`src/hdl/clcg_pkg.sv`:
```
// Package for the combined LCG draw block: Schrage constants, reciprocals
// and the sequencer state type. No dependencies.
`default_nettype none

package clcg_pkg;

    // Shift used with the fixed-point reciprocals of the Schrage quotients
    localparam int unsigned RecipShift = 47;
    // Width of the Schrage quotient and remainder (both stay below 2^16)
    localparam int unsigned QW = 16;

    // First generator: multiplier 40014, modulus 2147483563
    localparam logic [31:0] G1_QUOT  = 32'd53668;
    localparam logic [31:0] G1_MULT  = 32'd40014;
    localparam logic [31:0] G1_REST  = 32'd12211;
    localparam logic [32:0] G1_MOD   = 33'd2147483563;
    localparam logic [31:0] G1_RECIP = 32'((64'd1 << RecipShift) / 64'd53668);

    // Second generator: multiplier 40692, modulus 2147483399
    localparam logic [31:0] G2_QUOT  = 32'd52774;
    localparam logic [31:0] G2_MULT  = 32'd40692;
    localparam logic [31:0] G2_REST  = 32'd3791;
    localparam logic [32:0] G2_MOD   = 33'd2147483399;
    localparam logic [31:0] G2_RECIP = 32'((64'd1 << RecipShift) / 64'd52774);

    // Added to the combined draw when it is not positive
    localparam logic [32:0] WRAP_ADD  = 33'd2147483562;
    localparam logic [30:0] VALUE_MAX = 31'd2147483562;

    typedef enum logic [2:0] {
        ST_IDLE,
        ST_RECIP,
        ST_QMUL,
        ST_REM,
        ST_AR,
        ST_RQ,
        ST_FIN,
        ST_DRAW
    } t_state;

endpackage

`default_nettype wire

```
`src/hdl/clcg_req_if.sv`:
```
// Request channel of the combined LCG draw block: reseed flag and two seeds.
// Valid/ready handshake; no dependencies.
`default_nettype none

interface clcg_req_if;
    logic               valid;
    logic               ready;
    logic               reseed;
    logic signed [31:0] seed_first;
    logic signed [31:0] seed_second;

    modport source (output valid, output reseed, output seed_first,
                    output seed_second, input ready);
    modport sink   (input valid, input reseed, input seed_first,
                    input seed_second, output ready);
endinterface

`default_nettype wire

```
`src/hdl/clcg_rsp_if.sv`:
```
// Response channel of the combined LCG draw block: one 31-bit draw.
// Valid/ready handshake; no dependencies.
`default_nettype none

interface clcg_rsp_if;
    logic        valid;
    logic        ready;
    logic [30:0] value;

    modport source (output valid, output value, input ready);
    modport sink   (input valid, input value, output ready);
endinterface

`default_nettype wire

```
`src/hdl/clcg_mul.sv`:
```
// Shared 32x32 unsigned multiplier with a registered product.
// Used by the draw sequencer for every product; no dependencies.
`default_nettype none

module clcg_mul (
    input  wire logic        i_clk,
    input  wire logic [31:0] i_a,
    input  wire logic [31:0] i_b,
    output logic [63:0]      o_prod
);

    logic [63:0] r_prod;

    // Register the product for the next sequencer step
    always_ff @(posedge i_clk) begin
        r_prod <= 64'(i_a) * 64'(i_b);
    end

    assign o_prod = r_prod;

endmodule

`default_nettype wire

```
`src/hdl/combined_lcg_uniform.sv`:
```
// Combined LCG draw block: two Schrage multiply-modulo steps, then z = s1 - s2.
// One request at a time: a new request is taken only in the idle step, after the
// combine step, which waits while o_rsp holds an unaccepted draw. One shared 32x32
// multiplier: four products per generator, six steps each, one to combine, one idle.
// Reset (synchronous, active low): both generator states clear to zero, no draw pending.
// Depends on clcg_pkg, clcg_req_if, clcg_rsp_if and clcg_mul.
`default_nettype none

module combined_lcg_uniform (
    input  wire logic i_clk,
    input  wire logic i_rst_n,
    clcg_req_if.sink   i_req,
    clcg_rsp_if.source o_rsp
);

    import clcg_pkg::*;

    t_state             r_state, n_state;
    logic               r_gen, n_gen;
    logic signed [31:0] r_first, r_second;
    logic [QW-1:0]      r_q, r_r;
    logic [31:0]        r_acc;
    logic               r_out_valid;
    logic [30:0]        r_value;

    logic [31:0]        mul_a, mul_b;
    logic [63:0]        mul_prod;

    logic signed [31:0] cur_s;
    logic               s_neg;
    logic [31:0]        s_mag;
    logic [31:0]        k_quot, k_mult, k_rest, k_recip;
    logic [32:0]        k_mod;
    logic [31:0]        rem_raw;
    logic [QW-1:0]      q_fix, r_fix;
    logic signed [32:0] diff, n_val, n_wrap;
    logic signed [32:0] z_raw, z_wrap;
    logic               req_take;
    logic               draw_load;

    // Shared multiplier
    clcg_mul u_mul (
        .i_clk  (i_clk),
        .i_a    (mul_a),
        .i_b    (mul_b),
        .o_prod (mul_prod)
    );

    // Select the generator under work and its constants
    always_comb begin
        cur_s   = r_gen ? r_second : r_first;
        s_neg   = cur_s[31];
        s_mag   = s_neg ? (~cur_s + 32'd1) : cur_s;
        k_quot  = r_gen ? G2_QUOT  : G1_QUOT;
        k_mult  = r_gen ? G2_MULT  : G1_MULT;
        k_rest  = r_gen ? G2_REST  : G1_REST;
        k_recip = r_gen ? G2_RECIP : G1_RECIP;
        k_mod   = r_gen ? G2_MOD   : G1_MOD;
    end

    // Fix the reciprocal quotient, which may be one short
    always_comb begin
        rem_raw = s_mag - mul_prod[31:0];
        if (rem_raw >= k_quot) begin
            q_fix = r_q + QW'(1);
            r_fix = QW'(rem_raw - k_quot);
        end else begin
            q_fix = r_q;
            r_fix = rem_raw[QW-1:0];
        end
    end

    // Finish the step: a*r - rest*q on magnitudes, restore sign, add modulus if negative
    always_comb begin
        diff   = $signed({1'b0, r_acc}) - $signed({1'b0, mul_prod[31:0]});
        n_val  = s_neg ? -diff : diff;
        n_wrap = n_val[32] ? (n_val + $signed(k_mod)) : n_val;
    end

    // Combine both states into the draw
    always_comb begin
        z_raw  = $signed({1'b0, r_first}) - $signed({1'b0, r_second});
        z_wrap = (z_raw < 33'sd1) ? (z_raw + $signed(WRAP_ADD)) : z_raw;
    end

    assign req_take  = i_req.valid && i_req.ready;
    assign draw_load = (r_state == ST_DRAW) && (!r_out_valid || o_rsp.ready);

    // Hold the sequencer state
    always_ff @(posedge i_clk) begin
        if (!i_rst_n) begin
            r_state <= ST_IDLE;
        end else begin
            r_state <= n_state;
        end
    end

    // Next state and multiplier operands
    always_comb begin
        n_state = r_state;
        n_gen   = r_gen;
        mul_a   = '0;
        mul_b   = '0;
        case (r_state)
            ST_IDLE: begin
                if (i_req.valid) begin
                    n_state = ST_RECIP;
                    n_gen   = 1'b0;
                end
            end
            ST_RECIP: begin
                mul_a   = s_mag;
                mul_b   = k_recip;
                n_state = ST_QMUL;
            end
            ST_QMUL: begin
                mul_a   = 32'(mul_prod[RecipShift +: QW]);
                mul_b   = k_quot;
                n_state = ST_REM;
            end
            ST_REM: begin
                n_state = ST_AR;
            end
            ST_AR: begin
                mul_a   = 32'(r_r);
                mul_b   = k_mult;
                n_state = ST_RQ;
            end
            ST_RQ: begin
                mul_a   = 32'(r_q);
                mul_b   = k_rest;
                n_state = ST_FIN;
            end
            ST_FIN: begin
                if (r_gen) begin
                    n_state = ST_DRAW;
                end else begin
                    n_state = ST_RECIP;
                    n_gen   = 1'b1;
                end
            end
            ST_DRAW: begin
                if (draw_load) begin
                    n_state = ST_IDLE;
                end
            end
            default: begin
                n_state = ST_IDLE;
            end
        endcase
    end

    // Generator states, generator select and output valid
    always_ff @(posedge i_clk) begin
        if (!i_rst_n) begin
            r_gen       <= 1'b0;
            r_first     <= '0;
            r_second    <= '0;
            r_out_valid <= 1'b0;
        end else begin
            r_gen <= n_gen;
            if (req_take && i_req.reseed) begin
                r_first  <= i_req.seed_first;
                r_second <= i_req.seed_second;
            end
            if (r_state == ST_FIN) begin
                if (r_gen) begin
                    r_second <= n_wrap[31:0];
                end else begin
                    r_first <= n_wrap[31:0];
                end
            end
            if (draw_load) begin
                r_out_valid <= 1'b1;
            end else if (o_rsp.ready) begin
                r_out_valid <= 1'b0;
            end
        end
    end

    // Working registers of the step and the output value
    always_ff @(posedge i_clk) begin
        case (r_state)
            ST_QMUL: begin
                r_q <= mul_prod[RecipShift +: QW];
            end
            ST_REM: begin
                r_q <= q_fix;
                r_r <= r_fix;
            end
            ST_RQ: begin
                r_acc <= mul_prod[31:0];
            end
            default: begin
            end
        endcase
        if (draw_load) begin
            r_value <= z_wrap[30:0];
        end
    end

    assign i_req.ready = (r_state == ST_IDLE);
    assign o_rsp.valid = r_out_valid;
    assign o_rsp.value = r_value;

`ifndef SYNTHESIS
    // An accepted request starts on the first generator
    a_start: assert property (@(posedge i_clk) disable iff (!i_rst_n)
        req_take |=> (r_state == ST_RECIP) && !r_gen)
        else $error("request did not start on the first generator");

    // A stepped first state lies in 0..modulus-1
    a_first_range: assert property (@(posedge i_clk) disable iff (!i_rst_n)
        (r_state == ST_FIN) && !r_gen |=> !r_first[31] && ({1'b0, r_first} < G1_MOD))
        else $error("first state out of range after step");

    // A stepped second state lies in 0..modulus-1
    a_second_range: assert property (@(posedge i_clk) disable iff (!i_rst_n)
        (r_state == ST_FIN) && r_gen |=> !r_second[31] && ({1'b0, r_second} < G2_MOD))
        else $error("second state out of range after step");

    // A presented draw is in 1..2147483562
    a_value_range: assert property (@(posedge i_clk) disable iff (!i_rst_n)
        o_rsp.valid |-> (o_rsp.value != 31'd0) && (o_rsp.value <= VALUE_MAX))
        else $error("draw out of range");

    // A new draw appears only out of the combine step
    a_load_src: assert property (@(posedge i_clk) disable iff (!i_rst_n)
        $rose(r_out_valid) |-> $past(r_state == ST_DRAW))
        else $error("draw presented outside the combine step");
`endif

endmodule

`default_nettype wire
```
`src/flat_wrapper.sv`:
```
// flat-port wrapper written by rule: the top's interface ports become plain ports
module combined_lcg_uniform_flat import clcg_pkg::*;
  (i_clk, i_rst_n, i_req_valid, i_req_reseed, i_req_seed_first, i_req_seed_second, i_req_ready, o_rsp_valid, o_rsp_value, o_rsp_ready);
  clcg_req_if i_req_i ();
  clcg_rsp_if o_rsp_i ();
  input  wire logic i_clk;
  input  wire logic i_rst_n;
  input wire logic [$bits(i_req_i.valid)-1:0] i_req_valid;
  input wire logic [$bits(i_req_i.reseed)-1:0] i_req_reseed;
  input wire logic [$bits(i_req_i.seed_first)-1:0] i_req_seed_first;
  input wire logic [$bits(i_req_i.seed_second)-1:0] i_req_seed_second;
  output wire logic [$bits(i_req_i.ready)-1:0] i_req_ready;
  output wire logic [$bits(o_rsp_i.valid)-1:0] o_rsp_valid;
  output wire logic [$bits(o_rsp_i.value)-1:0] o_rsp_value;
  input wire logic [$bits(o_rsp_i.ready)-1:0] o_rsp_ready;
  assign i_req_i.valid = i_req_valid;
  assign i_req_i.reseed = i_req_reseed;
  assign i_req_i.seed_first = i_req_seed_first;
  assign i_req_i.seed_second = i_req_seed_second;
  assign i_req_ready = i_req_i.ready;
  assign o_rsp_valid = o_rsp_i.valid;
  assign o_rsp_value = o_rsp_i.value;
  assign o_rsp_i.ready = o_rsp_ready;
  combined_lcg_uniform u_core (.i_clk(i_clk), .i_rst_n(i_rst_n), .i_req(i_req_i), .o_rsp(o_rsp_i));
endmodule
```
`config.mk`:
```
export PLATFORM = sky130hd
export DESIGN_NAME = combined_lcg_uniform_flat
export DESIGN_NICKNAME = d
export VERILOG_FILES = /design/src/hdl/clcg_pkg.sv /design/src/hdl/clcg_req_if.sv /design/src/hdl/clcg_rsp_if.sv /design/src/hdl/clcg_mul.sv /design/src/hdl/combined_lcg_uniform.sv /design/src/flat_wrapper.sv
export SDC_FILE = /design/constraint.sdc
export NUM_CORES = 2
export LEC_CHECK = 0
export BUFFER_PORTS_ARGS = -buffer_cell sky130_fd_sc_hd__buf_4
export CORE_AREA = 2 2 392 394
export CTS_CLUSTER_SIZE = 20
export DETAILED_ROUTE_END_ITERATION = 8
export DIE_AREA = 0 0 394 396
export SLEW_MARGIN = 20
export SYNTH_ARGS = -nofsm -noshare
export SYNTH_HDL_FRONTEND = slang
export SYNTH_HIERARCHICAL = 1
export SYNTH_SLANG_ARGS = --single-unit
```
`constraint.sdc`:
```
create_clock -name i_clk -period 33.8 [get_ports i_clk]
set_clock_uncertainty 0.2 [all_clocks]
set_input_delay 1.69 -clock i_clk [delete_from_list [all_inputs] [get_ports i_clk]]
set_output_delay 1.69 -clock i_clk [all_outputs]
set_load 0.05 [all_outputs]
```
Yosys cells after proc, flatten, opt, wreduce, memory -nomap -nowiden
Cells that the tools add are included.
- add/subtract/negate cells: 9
- multipliers: 1
- order comparisons: 2
- equality and inequality tests: 10
- multiplexer cells: 29
- bitwise logic cells: 1
- reductions and logical operators: 12
- operator list (cell ; number):
    2-to-1 mux 32 bit ; 9
    one-hot mux 32 bit (4 select lines) ; 2
    subtractor 32 x 32 -> 33 bit ; 2
    multiplier 32 x 32 -> 63 bit ; 1
    less-than comparator 33 x 2 -> 1 bit, second input constant ; 1
    2-to-1 mux 33 bit ; 1
    negator 33 bit ; 1
    adder 32 x 1 -> 32 bit, second input constant ; 1
    adder 32 bit ; 1
    >= comparator 32 x 16 -> 1 bit ; 1
    2-to-1 mux 16 bit ; 2
    NOT 32 bit ; 1
    one-hot mux 16 bit (2 select lines) ; 1
    subtractor 32 bit ; 1
    adder 31 x 8 -> 31 bit, second input constant ; 1
    2-to-1 mux 31 bit ; 1
    2-to-1 mux 26 bit ; 1
    one-hot mux 3 bit (8 select lines) ; 1
    adder 16 x 1 -> 16 bit, second input constant ; 1
    subtractor 16 bit ; 1
    2-to-1 mux 14 bit ; 1
    2-to-1 mux 13 bit ; 1
    == test 3 bit, second input constant ; 4
    2-to-1 mux 10 bit ; 1
    other kinds (14) ; 26
- flip-flop bits (word level): 227
- input bits: 69
- logic and storage cells: 74

Depth between registers and ports, before layout
- depth in word-level cells: 8
- depth in mapped cells: 48

Modules after synthesis
The synthesis kept the hierarchy.
- modules (own cells, without submodules) (module ; times used ; cells an instance ; area each (um2) ; sequential area each (um2)):
    clcg_mul ; 1 ; 3850 ; 35002.3 ; 1281.2
    combined_lcg_uniform ; 1 ; 2218 ; 17770.8 ; 4234.1

Worst setup path after synthesis
Ideal clock, no wire load.
- path kind: reg-to-reg
- from: reg u_core.r_gen
- to: reg u_core.u_mul.r_prod[62], in the netlist u_core/u_mul/o_prod[62]
- setup time: 0.091 ns
- arrival: 11.473 ns
- path slack: 22.036 ns
- stages on the path, launching flop included: 45
- clock period less this slack: 11.764 ns
- path through: dfxtp_1 clkbuf_1 buf_1 clkbuf_1 clkbuf_1 clkbuf_1 buf_1 clkbuf_1 mux2i_1 ha_1 nand2_1 o21bai_1 nor3_1 and3_1 and4b_1 nand2_1 nor3_1 a41oi_1 (+9 left out) fa_1 inv_1 fa_1 fa_1 fa_1 inv_1 fa_1 inv_1 ha_1 clkbuf_1 a21oi_1 o21ai_0 a211oi_1 o21ai_0 o211a_1 o21ai_1 o21ai_1 a311oi_1
- cells in the longest elaborated chain, start to end: 6
- RTL lines (element ; line ; source):
    start, declared ; combined_lcg_uniform.sv:19 ; logic r_gen, n_gen;
    start signal, assigned ; combined_lcg_uniform.sv:161 ; r_gen <= n_gen;
    2-to-1 mux 32 bit * ; combined_lcg_uniform.sv:51 ; cur_s = r_gen ? r_second : r_first;
    NOT 32 bit ; combined_lcg_uniform.sv:53 ; s_mag = s_neg ? (~cur_s + 32'd1) : cur_s;
    adder 32 x 1 -> 32 bit ; combined_lcg_uniform.sv:53 ;
    2-to-1 mux 32 bit * ; combined_lcg_uniform.sv:53 ;
    one-hot mux 32 bit (4 select lines) * ; combined_lcg_uniform.sv:104 ; case (r_state)
    net u_core.mul_a[28] ; combined_lcg_uniform.sv:26 ; logic [31:0] mul_a, mul_b;
    multiplier 32 x 32 -> 63 bit * ; clcg_mul.sv:16 ; r_prod <= 64'(i_a) * 64'(i_b);
    end signal, assigned ; clcg_mul.sv:16 ;
    end, declared ; clcg_mul.sv:12 ; logic [63:0] r_prod;
Mark *: on every way through the listed nets, which the timed path passes. The rest lies on a longest branch.
A chain may end at the register's enable or synchronous reset.

Final worst setup path
Same ends and word-level chain as after synthesis.

==> results.toml <==
[routing]
wirelength_mm = 159
first_pass_iters = 7
drt_iter0_drc = 3217
via_count = 41446
drc = 0
post_drt_via_cell_ratio = 5.21
drtAntennaViolNets = 0
wl_per_cell_um = 20.0

[clock_tree]
htree_levels = 1
cts.repair.resized = 0
clock-sinks = 212
post_cts_buffers = 0
cts_hold_buf = 0
tritoncts = "yes"
clk_latency_ns = 0.56
cts.path.max_buffers = 3
cts_root_buf = "clkbuf_16"
numCtsBuffers = 26
clkSlewWorstSetupHoldPaths_ns = 0.06

[floorplanning]
die_area_um2 = 156000
io_pins = 102
initial_core_util_pct = 34.4
die_y_um = 396
core_um2 = 152000
dieWidth_um = 394
rows = 143

[critical_path]
critPathSlowestCell = "nor3_1"
endpoint_kind = "register"
startpoint_type = "register"
cp_common_cell = "fa_1"
criticalPathCategory = "reg2reg"
worstPathMaxFanout = 32
critPathMaxStageDelay_ns = 0.85
crit_required_ns = 34.07
arrival_ns = 11.87

[placed_design]
dpl_cell_area_um2 = 55000
hpwl_mm = 125
portBuffers = 101
routabilityCongestion = 0.944

[hold_path]
hold_path.class = "reg2reg"

[timing]
drv_slew = 0
worst_pin_slew_ns = 1.09
setup_viol = 0
rsz0062_at_grt = "no"
hold_violations = 0
whs_ns = 0.227
timing.fmax_mhz = 86.2
finalSetupTns_ns = 0
slew_headroom_pct = 27.3
period_minus_slack_ns = 11.60
finalCritPeriodShare_pct = 34.3

[global_routing]
grt_pass1_wl_mm = 251
grt_max_degree = 144
antenna_found_initial = 6
grt_usage_pct = 20.4
grt_pass1_vias = 42800
grt-ovfl-total = 0

[power]
ir_drop_uv = 51.3
p_int_mw = 1.15
clkPwrFrac_pct = 11.4
powerDensity_nw_per_um2 = 43.7
p_comb_share_pct = 74.0
switching_power_mw = 1.30
leakagePower_nw = 25.5
seqPwrFrac_pct = 14.6
power_mw = 2.44
p_sw_share_pct = 53.1

[synth]
avgSynthCellArea_um2 = 8.68
yosysWarningCount = 6
synthCells = 6007
netlist_area_um2 = 52100

[finish]
stdcell_area_um2 = 55900
final_common_cell = "inv_1"
drive_gt1_share_pct = 5.91
layout_common_cells = "inv_1 (1056), fa_1 (899), nand2_1 (681)"
syn_to_final_growth_pct = 7.20
fin_nets = 7248

[run]
cap_violations = 0

[outcome]
status = "finished clean"
state kept, by name, summed over array words and instances (netlist names):
name / flops
u_core/u_mul/o_prod: 48
u_core/r_acc: 32
u_core/r_first: 32
u_core/r_second: 32
u_core/o_rsp.value: 31
u_core/r_q: 16
u_core/r_r: 16
u_core/r_state: 3
u_core/o_rsp.valid: 1
u_core/r_gen: 1
critical path: cells and delay by family, from the launching register on:
kind                       cells  cell delay, ns
adders and majority gates     10            4.79
and+or+nand+nor               12            2.79
AOI/OAI and AO/OA              7            1.49
buffers and inverters          6            0.65
muxes                          1            0.59
DFF                            1            0.57
xor gates and xnor gates       1            0.39
layout make-up:
cell class | instances | area [µm²]
clock buffers | 43 | 818
repair buffers | 177 | 1360
flip-flops and latches | 212 | 5200
multi-input cells | 4428 | 41900
well taps | 2030 | 2540
clock inverters | 5 | 28.8
diodes | 4 | 10.0
inverters | 1059 | 3980
fillers | 15560 | 95700
metal layers:
| layer | global-route usage (%) | share of wire (%) | up-vias |
|---|---|---|---|
| met2 | 33.5 | 46 | 1254 |
| met5 | 0 | 0.0082 | - |
| met1 | 28.9 | 45 | 21128 |
| met3 | 2.08 | 5.8 | 181 |
| met4 | 4.83 | 2.8 | 2 |
| li1 | - | - | 18881 |
power groups by stage:
stage / sequential [mW] / combinational (mW) / clock, mW
6_report: 0.357 / 1.81 / 0.279
3_5_place_dp: 0.361 / 1.77 / 0
4_1_cts: 0.356 / 1.78 / 0.282
2_1_floorplan: 0.342 / 1.29 / 0
5_1_grt: 0.358 / 1.98 / 0.293
3_3_place_gp: 0.361 / 1.76 / 0
through the flow:
step	utilization [%]	worst slack, ns	cells
after floorplan	-	22.13	6026
after global placement	36.3	22.27	7905
after detailed placement	36.3	22.23	7906
after CTS	36.8	22.20	7954
after global routing	36.9	21.66	7954
final	36.9	22.20	7958
worst paths after layout:
kind                                                      start                         endpoint  slack (ns)  cells past startpoint
worst max register to register        u_core/r_gen$_SDFFE_PN0P_  u_core/u_mul/o_prod[62]$_DFF_P_       22.20                     37
worst max-delay path                  u_core/r_gen$_SDFFE_PN0P_  u_core/u_mul/o_prod[62]$_DFF_P_       22.20                     37
worst min register to register  u_core/u_mul/o_prod[18]$_DFF_P_       u_core/r_acc[18]$_DFFE_PP_        0.23                      0
worst min-delay path            u_core/u_mul/o_prod[18]$_DFF_P_       u_core/r_acc[18]$_DFFE_PP_        0.23                      0
(Power assumes the default switching activity.)
